$ cat config.mk
export PLATFORM = sky130hd
export DESIGN_NAME = proportional_resonant_controller
export DESIGN_NICKNAME = d
export VERILOG_FILES = /design/src/design/prc_pkg.sv /design/src/design/prc_fifo.sv /design/src/design/prc_front.sv /design/src/design/prc_back.sv /design/src/design/proportional_resonant_controller.sv
export SDC_FILE = /design/constraint.sdc
export NUM_CORES = 2
export LEC_CHECK = 0
export ABC_AREA = 1
export BUFFER_PORTS_ARGS = -buffer_cell sky130_fd_sc_hd__buf_2
export CAP_MARGIN = 15
export CORE_ASPECT_RATIO = 1.4
export CORE_UTILIZATION = 55
export DETAILED_ROUTE_END_ITERATION = 12
export PLACE_DENSITY = 0.79
export SYNTH_ARGS = -nofsm -noshare
export SYNTH_HDL_FRONTEND = slang
export SYNTH_SLANG_ARGS = --single-unit
export TNS_END_PERCENT = 30
$ cat constraint.sdc
create_clock -name i_clk -period 10 [get_ports i_clk]
set_clock_uncertainty 0.15 [all_clocks]
set_input_delay 0.5 -clock i_clk [delete_from_list [all_inputs] [get_ports i_clk]]
set_output_delay 0.5 -clock i_clk [all_outputs]
set_load 0.05 [all_outputs]
$ cat src/design/prc_pkg.sv
// ----------------------------------------------------------------------------
// prc_pkg
// Shared widths, register indexes and word types for the PR controller.
// ----------------------------------------------------------------------------
package prc_pkg;

    localparam int SAMPLE_W  = 16;   // error sample
    localparam int COEF_W    = 18;   // Q-format coefficient
    localparam int OUT_W     = 32;   // raw output and drive word
    localparam int OFFS_W    = 16;   // wrapping offset correction
    localparam int SUM_W     = 25;   // window sum
    localparam int MAG_W     = 24;   // magnitude of the window sum
    localparam int CFG_IDX_W = 3;

    localparam logic [CFG_IDX_W-1:0] REG_COEF_X0 = 3'd0;
    localparam logic [CFG_IDX_W-1:0] REG_COEF_X1 = 3'd1;
    localparam logic [CFG_IDX_W-1:0] REG_COEF_X2 = 3'd2;
    localparam logic [CFG_IDX_W-1:0] REG_COEF_Y1 = 3'd3;
    localparam logic [CFG_IDX_W-1:0] REG_COEF_Y2 = 3'd4;

    typedef struct packed {
        logic signed [COEF_W-1:0] coef_x0;
        logic signed [COEF_W-1:0] coef_x1;
        logic signed [COEF_W-1:0] coef_x2;
        logic signed [COEF_W-1:0] coef_y1;
        logic signed [COEF_W-1:0] coef_y2;
    } t_coefs;

    // word handed from front to back
    typedef struct packed {
        logic signed [SAMPLE_W-1:0] x;
        logic                       close;   // last sample of an averaging window
    } t_item;

endpackage

$ cat src/design/prc_fifo.sv
// ----------------------------------------------------------------------------
// prc_fifo
// Small synchronous queue, first word shown on the read side.
// ----------------------------------------------------------------------------
module prc_fifo #(
    parameter int WIDTH = 17,
    parameter int DEPTH = 4
) (
    input  logic             i_clk,
    input  logic             i_rst_n,
    input  logic             i_wr,
    input  logic [WIDTH-1:0] i_wdata,
    output logic             o_full,
    input  logic             i_rd,
    output logic [WIDTH-1:0] o_rdata,
    output logic             o_empty
);

    localparam int AW = (DEPTH > 1) ? $clog2(DEPTH) : 1;
    localparam int CW = $clog2(DEPTH + 1);

    logic [WIDTH-1:0] r_mem [DEPTH];
    logic [AW-1:0]    r_wptr, r_rptr;
    logic [CW-1:0]    r_count;

    function automatic logic [AW-1:0] nxt(input logic [AW-1:0] p);
        return (p == AW'(DEPTH - 1)) ? '0 : p + 1'b1;
    endfunction

    assign o_full  = (r_count == CW'(DEPTH));
    assign o_empty = (r_count == '0);
    assign o_rdata = r_mem[r_rptr];

    always_ff @(posedge i_clk) begin
        if (i_wr) begin
            r_mem[r_wptr] <= i_wdata;
        end
    end

    always_ff @(posedge i_clk) begin
        if (!i_rst_n) begin
            r_wptr  <= '0;
            r_rptr  <= '0;
            r_count <= '0;
        end else begin
            if (i_wr) begin
                r_wptr <= nxt(r_wptr);
            end
            if (i_rd) begin
                r_rptr <= nxt(r_rptr);
            end
            if (i_wr && !i_rd) begin
                r_count <= r_count + 1'b1;
            end else if (i_rd && !i_wr) begin
                r_count <= r_count - 1'b1;
            end
        end
    end

    a_count_bound: assert property (@(posedge i_clk) disable iff (!i_rst_n)
        r_count <= CW'(DEPTH))
        else $error("fifo count beyond depth");
    a_no_overrun: assert property (@(posedge i_clk) disable iff (!i_rst_n)
        i_wr |-> !o_full)
        else $error("fifo written while full");
    a_no_underrun: assert property (@(posedge i_clk) disable iff (!i_rst_n)
        i_rd |-> !o_empty)
        else $error("fifo read while empty");

endmodule

$ cat src/design/prc_front.sv
// ----------------------------------------------------------------------------
// prc_front
// Takes sample words, counts the averaging window and tags its last word.
// ----------------------------------------------------------------------------
module prc_front
    import prc_pkg::*;
#(
    parameter int AVG_WINDOW = 400
) (
    input  logic                       i_clk,
    input  logic                       i_rst_n,
    input  logic                       i_push,
    input  logic signed [SAMPLE_W-1:0] i_err_sample,
    output logic                       o_full,
    input  logic                       i_q_full,
    output logic                       o_wr,
    output t_item                      o_item
);

    localparam int CNT_W = $clog2(AVG_WINDOW + 1);

    logic [CNT_W-1:0] r_count;
    logic             last;

    assign last         = (r_count == CNT_W'(AVG_WINDOW - 1));
    assign o_full       = i_q_full;
    assign o_wr         = i_push && !i_q_full;
    assign o_item.x     = i_err_sample;
    assign o_item.close = last;

    always_ff @(posedge i_clk) begin
        if (!i_rst_n) begin
            r_count <= '0;
        end else if (o_wr) begin
            r_count <= last ? '0 : r_count + 1'b1;
        end
    end

    a_count_in_window: assert property (@(posedge i_clk) disable iff (!i_rst_n)
        r_count < CNT_W'(AVG_WINDOW))
        else $error("window count out of range");

endmodule

$ cat src/design/prc_back.sv
// ----------------------------------------------------------------------------
// prc_back
// Filter sequencer: shared multiplier, accumulator and window average.
// ----------------------------------------------------------------------------
module prc_back
    import prc_pkg::*;
#(
    parameter int AVG_WINDOW = 400,
    parameter int FRAC_BITS  = 12
) (
    input  logic                    i_clk,
    input  logic                    i_rst_n,
    input  t_coefs                  i_coefs,
    input  t_item                   i_item,
    input  logic                    i_q_empty,
    output logic                    o_q_pop,
    input  logic                    i_out_full,
    output logic                    o_out_wr,
    output logic signed [OUT_W-1:0] o_out_data
);

    localparam int REM_W = $clog2(2 * AVG_WINDOW);
    localparam logic [MAG_W:0] DIV_M = (MAG_W + 1)'((64'd1 << MAG_W) / AVG_WINDOW);

    localparam logic [2:0] ST_IDLE = 3'd0;
    localparam logic [2:0] ST_M0   = 3'd1;
    localparam logic [2:0] ST_M1   = 3'd2;
    localparam logic [2:0] ST_M2   = 3'd3;
    localparam logic [2:0] ST_M3   = 3'd4;
    localparam logic [2:0] ST_M4   = 3'd5;
    localparam logic [2:0] ST_ACC  = 3'd6;
    localparam logic [2:0] ST_DONE = 3'd7;

    logic [2:0]                 r_step;
    logic signed [SAMPLE_W-1:0] r_x, r_x1, r_x2;
    logic                       r_close;
    logic signed [OUT_W-1:0]    r_y1, r_y2;
    logic signed [OUT_W-1:0]    r_prod, r_acc;
    logic signed [SUM_W-1:0]    r_sum;
    logic [OFFS_W-1:0]          r_offs;
    logic [MAG_W-1:0]           r_mag, r_q0;
    logic                       r_neg;
    logic [REM_W-1:0]           r_rem;

    logic signed [COEF_W-1:0]          mul_a;
    logic signed [OUT_W-1:0]           mul_b;
    logic signed [COEF_W+OUT_W-1:0]    mul_full;
    logic signed [SUM_W-1:0]           sum_new, sum_abs;
    logic [2*MAG_W:0]                  div_prod;
    logic [MAG_W-1:0]                  qw, rem_full, q_fix;
    logic [OFFS_W-1:0]                 avg;
    logic signed [OUT_W-1:0]           y_val;
    logic                              take;

    // operand select for the shared multiplier
    always_comb begin
        case (r_step)
            ST_M0: begin
                mul_a = i_coefs.coef_x0;
                mul_b = OUT_W'(r_x);
            end
            ST_M1: begin
                mul_a = i_coefs.coef_x1;
                mul_b = OUT_W'(r_x1);
            end
            ST_M2: begin
                mul_a = i_coefs.coef_x2;
                mul_b = OUT_W'(r_x2);
            end
            ST_M3: begin
                mul_a = i_coefs.coef_y1;
                mul_b = r_y1;
            end
            ST_M4: begin
                mul_a = i_coefs.coef_y2;
                mul_b = r_y2;
            end
            default: begin
                mul_a = i_coefs.coef_x0;
                mul_b = OUT_W'(r_x);
            end
        endcase
    end

    assign mul_full = mul_a * mul_b;

    // window average: reciprocal multiply, then one correction step
    assign sum_new  = r_sum + SUM_W'(r_x);
    assign sum_abs  = sum_new[SUM_W-1] ? -sum_new : sum_new;
    assign div_prod = (2 * MAG_W + 1)'(r_mag) * (2 * MAG_W + 1)'(DIV_M);
    assign qw       = r_q0 * MAG_W'(AVG_WINDOW);
    assign rem_full = r_mag - qw;
    assign q_fix    = r_q0 + MAG_W'(r_rem >= REM_W'(AVG_WINDOW));
    assign avg      = r_neg ? (OFFS_W'(0) - q_fix[OFFS_W-1:0]) : q_fix[OFFS_W-1:0];

    assign y_val      = r_acc >>> FRAC_BITS;
    assign o_out_data = y_val + OUT_W'($signed(r_offs));
    assign o_out_wr   = (r_step == ST_DONE) && !i_out_full;
    assign take       = ((r_step == ST_IDLE) || o_out_wr) && !i_q_empty;
    assign o_q_pop    = take;

    always_ff @(posedge i_clk) begin
        if (take) begin
            r_x     <= i_item.x;
            r_close <= i_item.close;
        end
        r_prod <= mul_full[OUT_W-1:0];
        // sum holds in writeback so a stalled result stays put
        if (r_step == ST_M1) begin
            r_acc <= r_prod;
        end else if (r_step != ST_DONE) begin
            r_acc <= r_acc + r_prod;
        end
        if (r_step == ST_M0) begin
            r_mag <= sum_abs[MAG_W-1:0];
            r_neg <= sum_new[SUM_W-1];
        end
        r_q0  <= div_prod[2*MAG_W-1:MAG_W];
        r_rem <= rem_full[REM_W-1:0];
    end

    always_ff @(posedge i_clk) begin
        if (!i_rst_n) begin
            r_step <= ST_IDLE;
            r_x1   <= '0;
            r_x2   <= '0;
            r_y1   <= '0;
            r_y2   <= '0;
            r_sum  <= '0;
            r_offs <= '0;
        end else begin
            case (r_step)
                ST_IDLE: begin
                    if (take) begin
                        r_step <= ST_M0;
                    end
                end
                ST_M0: begin
                    r_sum  <= sum_new;
                    r_step <= ST_M1;
                end
                ST_M1:  r_step <= ST_M2;
                ST_M2:  r_step <= ST_M3;
                ST_M3: begin
                    if (r_close) begin
                        r_offs <= r_offs + avg;
                        r_sum  <= '0;
                    end
                    r_step <= ST_M4;
                end
                ST_M4:  r_step <= ST_ACC;
                ST_ACC: r_step <= ST_DONE;
                ST_DONE: begin
                    if (o_out_wr) begin
                        r_x1   <= r_x;
                        r_x2   <= r_x1;
                        r_y1   <= y_val;
                        r_y2   <= r_y1;
                        r_step <= take ? ST_M0 : ST_IDLE;
                    end
                end
                default: r_step <= ST_IDLE;
            endcase
        end
    end

    a_pop_when_free: assert property (@(posedge i_clk) disable iff (!i_rst_n)
        o_q_pop |-> (r_step == ST_IDLE || r_step == ST_DONE))
        else $error("sample taken while filter busy");
    a_window_clear: assert property (@(posedge i_clk) disable iff (!i_rst_n)
        (r_step == ST_M3 && r_close) |=> r_sum == '0)
        else $error("window sum not cleared on close");
    a_rem_bound: assert property (@(posedge i_clk) disable iff (!i_rst_n)
        (r_step == ST_M2) |=> r_rem <= REM_W'(2 * AVG_WINDOW - 1))
        else $error("average remainder out of range");
    a_hist_hold: assert property (@(posedge i_clk) disable iff (!i_rst_n)
        (r_step != ST_DONE) |=> $stable(r_y1) && $stable(r_x1))
        else $error("history moved outside writeback");

endmodule

$ cat src/design/proportional_resonant_controller.sv
// ----------------------------------------------------------------------------
// proportional_resonant_controller
// Damped PR current controller with slow window-average offset correction.
// ----------------------------------------------------------------------------
//  channel   direction  handshake                       payload
//  sample    in         push / full  (push & !full)     i_err_sample  s16
//  drive     out        empty / pop  (pop & !empty)     o_drive_out   s32
//  config    in         i_cfg_valid / o_cfg_ready       i_cfg_index, i_cfg_data s18
//
//  In the back end each word passes through five products on one shared
//  18x32 multiplier, a final accumulate step and a writeback step.
//  Reset is synchronous; coefficients, history, window and offset clear at once.
//  A 4-word queue holds input while the filter works; a 2-word queue holds
//  results, and the filter stalls in writeback when that queue is full.
// ----------------------------------------------------------------------------
module proportional_resonant_controller
    import prc_pkg::*;
#(
    parameter int AVG_WINDOW = 400,
    parameter int FRAC_BITS  = 12
) (
    input  logic                        i_clk,
    input  logic                        i_rst_n,
    // sample words
    input  logic                        push,
    output logic                        full,
    input  logic signed [SAMPLE_W-1:0]  i_err_sample,
    // drive words
    output logic                        empty,
    input  logic                        pop,
    output logic signed [OUT_W-1:0]     o_drive_out,
    // register writes
    input  logic                        i_cfg_valid,
    output logic                        o_cfg_ready,
    input  logic [CFG_IDX_W-1:0]        i_cfg_index,
    input  logic [COEF_W-1:0]           i_cfg_data
);

    t_coefs             r_coefs;
    t_item              fr_item, q_item;
    logic               fr_wr, q_full, q_empty, q_pop;
    logic               out_wr, out_full;
    logic [OUT_W-1:0]   out_data, out_head;

    // registers are always writable; writes must be made only while idle, which the block does not enforce
    assign o_cfg_ready = 1'b1;

    always_ff @(posedge i_clk) begin
        if (!i_rst_n) begin
            r_coefs <= '0;
        end else if (i_cfg_valid && o_cfg_ready) begin
            case (i_cfg_index)
                REG_COEF_X0: r_coefs.coef_x0 <= i_cfg_data;
                REG_COEF_X1: r_coefs.coef_x1 <= i_cfg_data;
                REG_COEF_X2: r_coefs.coef_x2 <= i_cfg_data;
                REG_COEF_Y1: r_coefs.coef_y1 <= i_cfg_data;
                REG_COEF_Y2: r_coefs.coef_y2 <= i_cfg_data;
                default: ;   // unknown index: write dropped
            endcase
        end
    end

    // front: window count and tagging of the closing sample
    prc_front #(
        .AVG_WINDOW (AVG_WINDOW)
    ) u_front (
        .i_clk        (i_clk),
        .i_rst_n      (i_rst_n),
        .i_push       (push),
        .i_err_sample (i_err_sample),
        .o_full       (full),
        .i_q_full     (q_full),
        .o_wr         (fr_wr),
        .o_item       (fr_item)
    );

    // queue between front and back
    prc_fifo #(
        .WIDTH ($bits(t_item)),
        .DEPTH (4)
    ) u_in_q (
        .i_clk   (i_clk),
        .i_rst_n (i_rst_n),
        .i_wr    (fr_wr),
        .i_wdata (fr_item),
        .o_full  (q_full),
        .i_rd    (q_pop),
        .o_rdata (q_item),
        .o_empty (q_empty)
    );

    // back: filter arithmetic and offset correction
    prc_back #(
        .AVG_WINDOW (AVG_WINDOW),
        .FRAC_BITS  (FRAC_BITS)
    ) u_back (
        .i_clk      (i_clk),
        .i_rst_n    (i_rst_n),
        .i_coefs    (r_coefs),
        .i_item     (q_item),
        .i_q_empty  (q_empty),
        .o_q_pop    (q_pop),
        .i_out_full (out_full),
        .o_out_wr   (out_wr),
        .o_out_data (out_data)
    );

    // result queue: decouples writeback from the consumer
    prc_fifo #(
        .WIDTH (OUT_W),
        .DEPTH (2)
    ) u_out_q (
        .i_clk   (i_clk),
        .i_rst_n (i_rst_n),
        .i_wr    (out_wr),
        .i_wdata (out_data),
        .o_full  (out_full),
        .i_rd    (pop && !empty),
        .o_rdata (out_head),
        .o_empty (empty)
    );

    assign o_drive_out = out_head;

endmodule

# Word level (Yosys, flattened, before mapping)
# Memory sizes are Yosys's and may differ from the RTL's. A register that Yosys moved wholly into a read port is not among the register bits.
# Index checks and enable logic that the tools add are counted.
# totals
regBits	341
mem_bits_rw	132
wordCells	129
memories	2
# op_classes
n_addsub	17
multipliers	3
magnitude_cmp	1
eq_ne	20
n_mux	27
n_reduce_logical	34
# memory_table
name	words	width	read_ports	rd_ports_with_merged_regs	wr	line	rtl
u_in_q.r_mem	4	17	1	1	1	prc_fifo.sv:22	logic [WIDTH-1:0] r_mem [DEPTH];
u_out_q.r_mem	2	32	1	1	1	prc_fifo.sv:22	
# op_table
cell	n
$pmux W32 S4	1
$pmux W18 S4	1
$mux W32	2
$pmux W25 S2	1
$mul A24 B16 Y40 const B	1
$add A32 B32 Y32	1
$mul A18 B32 Y32	1
$add A25 B16 Y25	1
$mux W25	1
$mux W24	1
$neg A24 Y24	1
$pmux W3 S8	1
$add A20 B16 Y21	1
$eq A3 B3 Y1 const B	6
$reduce_and A2 Y1	9
$add A16 B1 Y16	1
$add A16 B16 Y16	1
$mul A16 B5 Y6 const B	1
$mux W16	1
$sub A1 B16 Y16 const A	1
$eq A3 B2 Y1 const B	4
$mux W3	4
$ge A10 B9 Y1 const B	1
$sub A10 B10 Y10	1
other kinds (20)	58

# Logic depth before layout (Yosys ltp)
# depth
depth_word	8
depth_mapped	35
depth_no_buf	33

# Modules after synthesis
# Synthesis repeated with hierarchy kept, for this count alone.
# unflattened
hier_cells	5420
hier_area_um2	45104.5
# modules_own_cells
module	n_inst	cells_per_inst	area_per_inst_um2	seq_area_each_um2
prc_back	1	4443	35003.6	5625.4
proportional_resonant_controller	1	522	3726.1	1801.7
prc_fifo at u_in_q	1	223	3039.2	2222.1
prc_fifo at u_out_q	1	135	2693.8	2021.9
prc_front	1	97	641.9	180.2

# Least setup slack after synthesis
# No wires, ideal clock.
# synth_timing
path_kind	reg2reg
startpoint	register u_back.r_step[2]
endpoint	register u_back.r_prod[25]
setup_ns	0.127
t_arrival_ns	6.340
required_ns	9.723
setup_slack_ns	3.383
stages_incl_launch_ff	31
path_cell_list	dfxtp_1 > inv_4 > nand2_4 > nor2_4 > buf_6 > clkbuf_1 > a221oi_1 > nand2_1 > buf_2 > nand2_1 > fa_1 > inv_1 > fa_1 > inv_1 > fa_1 > inv_1 > fa_1 > fa_1 > inv_1 > fa_1 > inv_1 > ha_1 > a21oi_1 > nor2_1 > a211oi_1 > o21ai_0 > a21oi_1 > nor2_1 > nor2_1 > o21ai_0 > xor2_1
# synth_between
elab_chain_len	3
elab_cells_between_ends	7
# synth_lines
element	line	rtl
start, declared	prc_back.sv:34	logic [2:0] r_step;
start signal, assigned	prc_back.sv:159	r_step <= take ? ST_M0 : ST_IDLE;
$eq A3 B3 Y1 or $eq A3 B2 Y1 (tied branches)	prc_back.sv:57	case (r_step)
$pmux W18 S4 or $pmux W32 S4 (tied branches)	prc_back.sv:57	
$mul A18 B32 Y32 *	prc_back.sv:85	assign mul_full = mul_a * mul_b;
named net u_back.mul_full[25]	prc_back.sv:47	logic signed [COEF_W+OUT_W-1:0] mul_full;
end signal, assigned	prc_back.sv:107	r_prod <= mul_full[OUT_W-1:0];
end, declared	prc_back.sv:38	logic signed [OUT_W-1:0] r_prod, r_acc;
# The timed path passes the listed nets; every way through them passes the cells marked *.
# A chain may end at the register's enable or synchronous reset.

# Final worst setup path
# layout_timing
startpoint	register u_back.r_step[0]
endpoint	register u_back.r_prod[30]
# The elaborated chain is that of the path after synthesis.

==> results.txt <==
outcome: complete, no violations
hpwl dp: 94.8 mm
Rel. slew slack: 30.4%
layout cells sized above 1: 5.05%
placed insts: 6,326
#FFs+latches synth: 465
RD Place Congestion: 1.00
CTS buffer count: 47
CP Class: reg2reg
Post-Syn Area: 0.0436 mm²
CTS root buf: clkbuf_16
Antenna Nets Post-Route: 0
share of synthesized registers carrying an async set or reset: 0%
WL/cell: 18.5 µm
Initial Utilization: 55.8%
postcts setup bufs: 0
fin crit share: 87.0%
initial antenna violation count: 4
Synth Instances: 5,323
slew at the pin closest to its max-slew limit: 1.04 ns
Fmax achieved: 115 MHz
largest area contributor in the netlist: fa_1
final cell area excluding filler cells: 0.0466 mm²
Post-synth top flop: dfxtp_1
Area growth, synth to finish: 6.88%
Post-synth EDFFs: 184
Fill cells: 6,861
non-filler instance count after layout: 6,439
global-route wire length before repair: 190 mm
clk slew on worst S/H paths: 0.07 ns
H-tree depth: 2
via count: 35,400
Syn Area/Cell: 8.19 µm²
num ports: 77
min Tclk post-route: 8.70 ns
total routed wirelength: 119 mm
Crit path arrival time: 9.07 ns
die height: 335 µm
Clk Latency, worst-skew pair: 0.66 ns
Netlist cell types: 59
Post-synth top cells: 1,047 x inv_1, 966 x nand2_1, 601 x nor2_1, 477 x fa_1, 388 x ha_1
DRT Pass-1 Iters: 7
Finish-stage setup viols: 0
register area share after synthesis: 25.6%
clk buf depth: 3
setup repair after global routing missed its margin: false
final core utilization: 59.6%
most instantiated library cell after synthesis: inv_1
Via density: 5.49
die area: 0.0804 mm²
IO Port Bufs: 75
Final Slew Violations: 0
Setup crit start kind: flop
total grt overflow: 0
row cnt: 121
critical path endpoint category: flop
Final TNS setup: 0 ns
Nets: 6,258
final hold vios: 0
GRT Total Usage: 30.4%
Worst EP required: 10.37 ns
Synth area leaders: fa_1 22%, dfxtp_1 13%, edfxtp_1 13%
drc violations: 0
Worst Hold Class: in2reg
CP Max Fanout: 24
vias in the first global route: 36,600
area share of the largest cell type after synthesis: 21.9%
Post-Place Cell Area: 0.0448 mm²
CTS sink cnt: 465
number of warnings issued by yosys: 0
largest net degree at the start of global routing: 98
syn_nets: 6,230
die width: 240 µm
Iteration-0 DRC Markers: 2,597
CTS tree: done
core footprint: 0.0781 mm²
Max-Cap Viols: 0
[metal layers]
metal	global-route usage [%]	up-vias	share of wire, %
met5	0	-	0
met4	21.7	0	8.0
li1	-	16800	-
met2	54.3	1219	50
met1	33.3	16900	36
met3	3.58	460	5.5
[flip-flops by register name, indices dropped and copies added (netlist names), 3 cells and up, named ones only]
signal           count
u_back.r_sum        25
u_out_q.r_mem       42
u_back.r_y1         20
u_back.r_x          16
r_coefs             90
u_back.r_acc        32
u_front.r_count      9
u_in_q.r_mem        68
u_back.r_step        3
u_back.r_x2         16
u_back.r_x1         16
u_back.r_q0         16
u_in_q.r_count       3
u_back.r_y2         20
u_back.r_rem         6
u_back.r_mag        24
u_back.r_prod       32
u_back.r_offs       16
[metrics by stage]
stage	setup slack [ns]	hold slack, ns
after floorplan	3.38	0.272
after global placement	1.75	0.284
after detailed placement	1.58	0.292
after CTS	1.44	0.000801
after global routing	0.757	0.0247
final	1.30	0.00917
[critical path, cell delays in order, from the launching register on]
cell,delay [ns]
dfxtp_1,0.65
nor2_8,0.11
nand2_2,0.45
nand3_4,0.34
inv_2,0.48
nand2_1,0.09
nand2_1,0.51
inv_1,0.31
nor2_1,0.35
fa_1,0.56
fa_1,0.71
inv_1,0.13
fa_1,0.52
fa_1,0.46
fa_1,0.55
fa_1,0.56
inv_1,0.04
ha_1,0.38
nand2_1,0.13
nor2_1,0.06
a2111oi_0,0.45
o21ai_0,0.17
a21oi_1,0.18
xor2_1,0.18
[logic make-up after synthesis]
group	Yosys count	share of synthesized area (%)
AO/OA/AOI/OAI	765	9.83
XOR/XNOR	139	2.83
adder cells (fa/ha/maj)	865	33.0
buffers and inverters	1212	10.8
flip-flops	465	25.6
multiplexers	21	0.543
other	1	0.00860
AND/OR/NAND/NOR	1855	17.4
[path summary, 6_finish.rpt]
check,cells after the start,end,slack [ns],from
setup / recovery,23,u_back.r_prod[30],1.30,u_back.r_step[0]
hold reg to reg,1,u_front.r_count[8],0.30,u_front.r_count[8]
setup reg to reg,23,u_back.r_prod[30],1.30,u_back.r_step[0]
hold / removal,3,r_coefs[75],0.009,i_cfg_data[3]
[layout by cell type, fill, tap and decap left out, types with 15 or more instances in the layout]
cell and instances:
nor3_1 29, nor2_1 599, dfxtp_1 281, o21ai_1 15, nand3b_1 16, nand4_1 47
xor2_1 86, xnor2_1 51, o22ai_1 33, clkbuf_16 48, a21o_1 25, nand2_1 965
o21ai_0 315, fa_1 477, nand3_1 146, a21oi_1 256, dlygate4sd3_1 21, a221oi_1 18
edfxtp_1 184, o21bai_1 25, ha_1 388, mux2_2 21, buf_4 29, buf_2 74
inv_1 1045
[layout make-up]
class | count | area (µm²) | area share (%)
inverter | 1067 | 4010 | 8.60
clock inverter | 25 | 250 | 0.537
sequential | 465 | 11200 | 23.9
clock buffer | 63 | 1320 | 2.83
multi-input combinational | 3646 | 27700 | 59.6
tap | 1045 | 1310 | 2.81
antenna | 4 | 10.0 | 0.0215
timing repair buffer | 124 | 798 | 1.71
[repair_timing]
action / in CTS / in global routing
resized for setup: 0 / 0
endpoints found under the hold margin: 74 / 0
hold buffers: 21 / 0
Power is left out: the tool's default activity adds up to more than one toggle a clock period on the data nets, which glitch-free logic cannot reach.
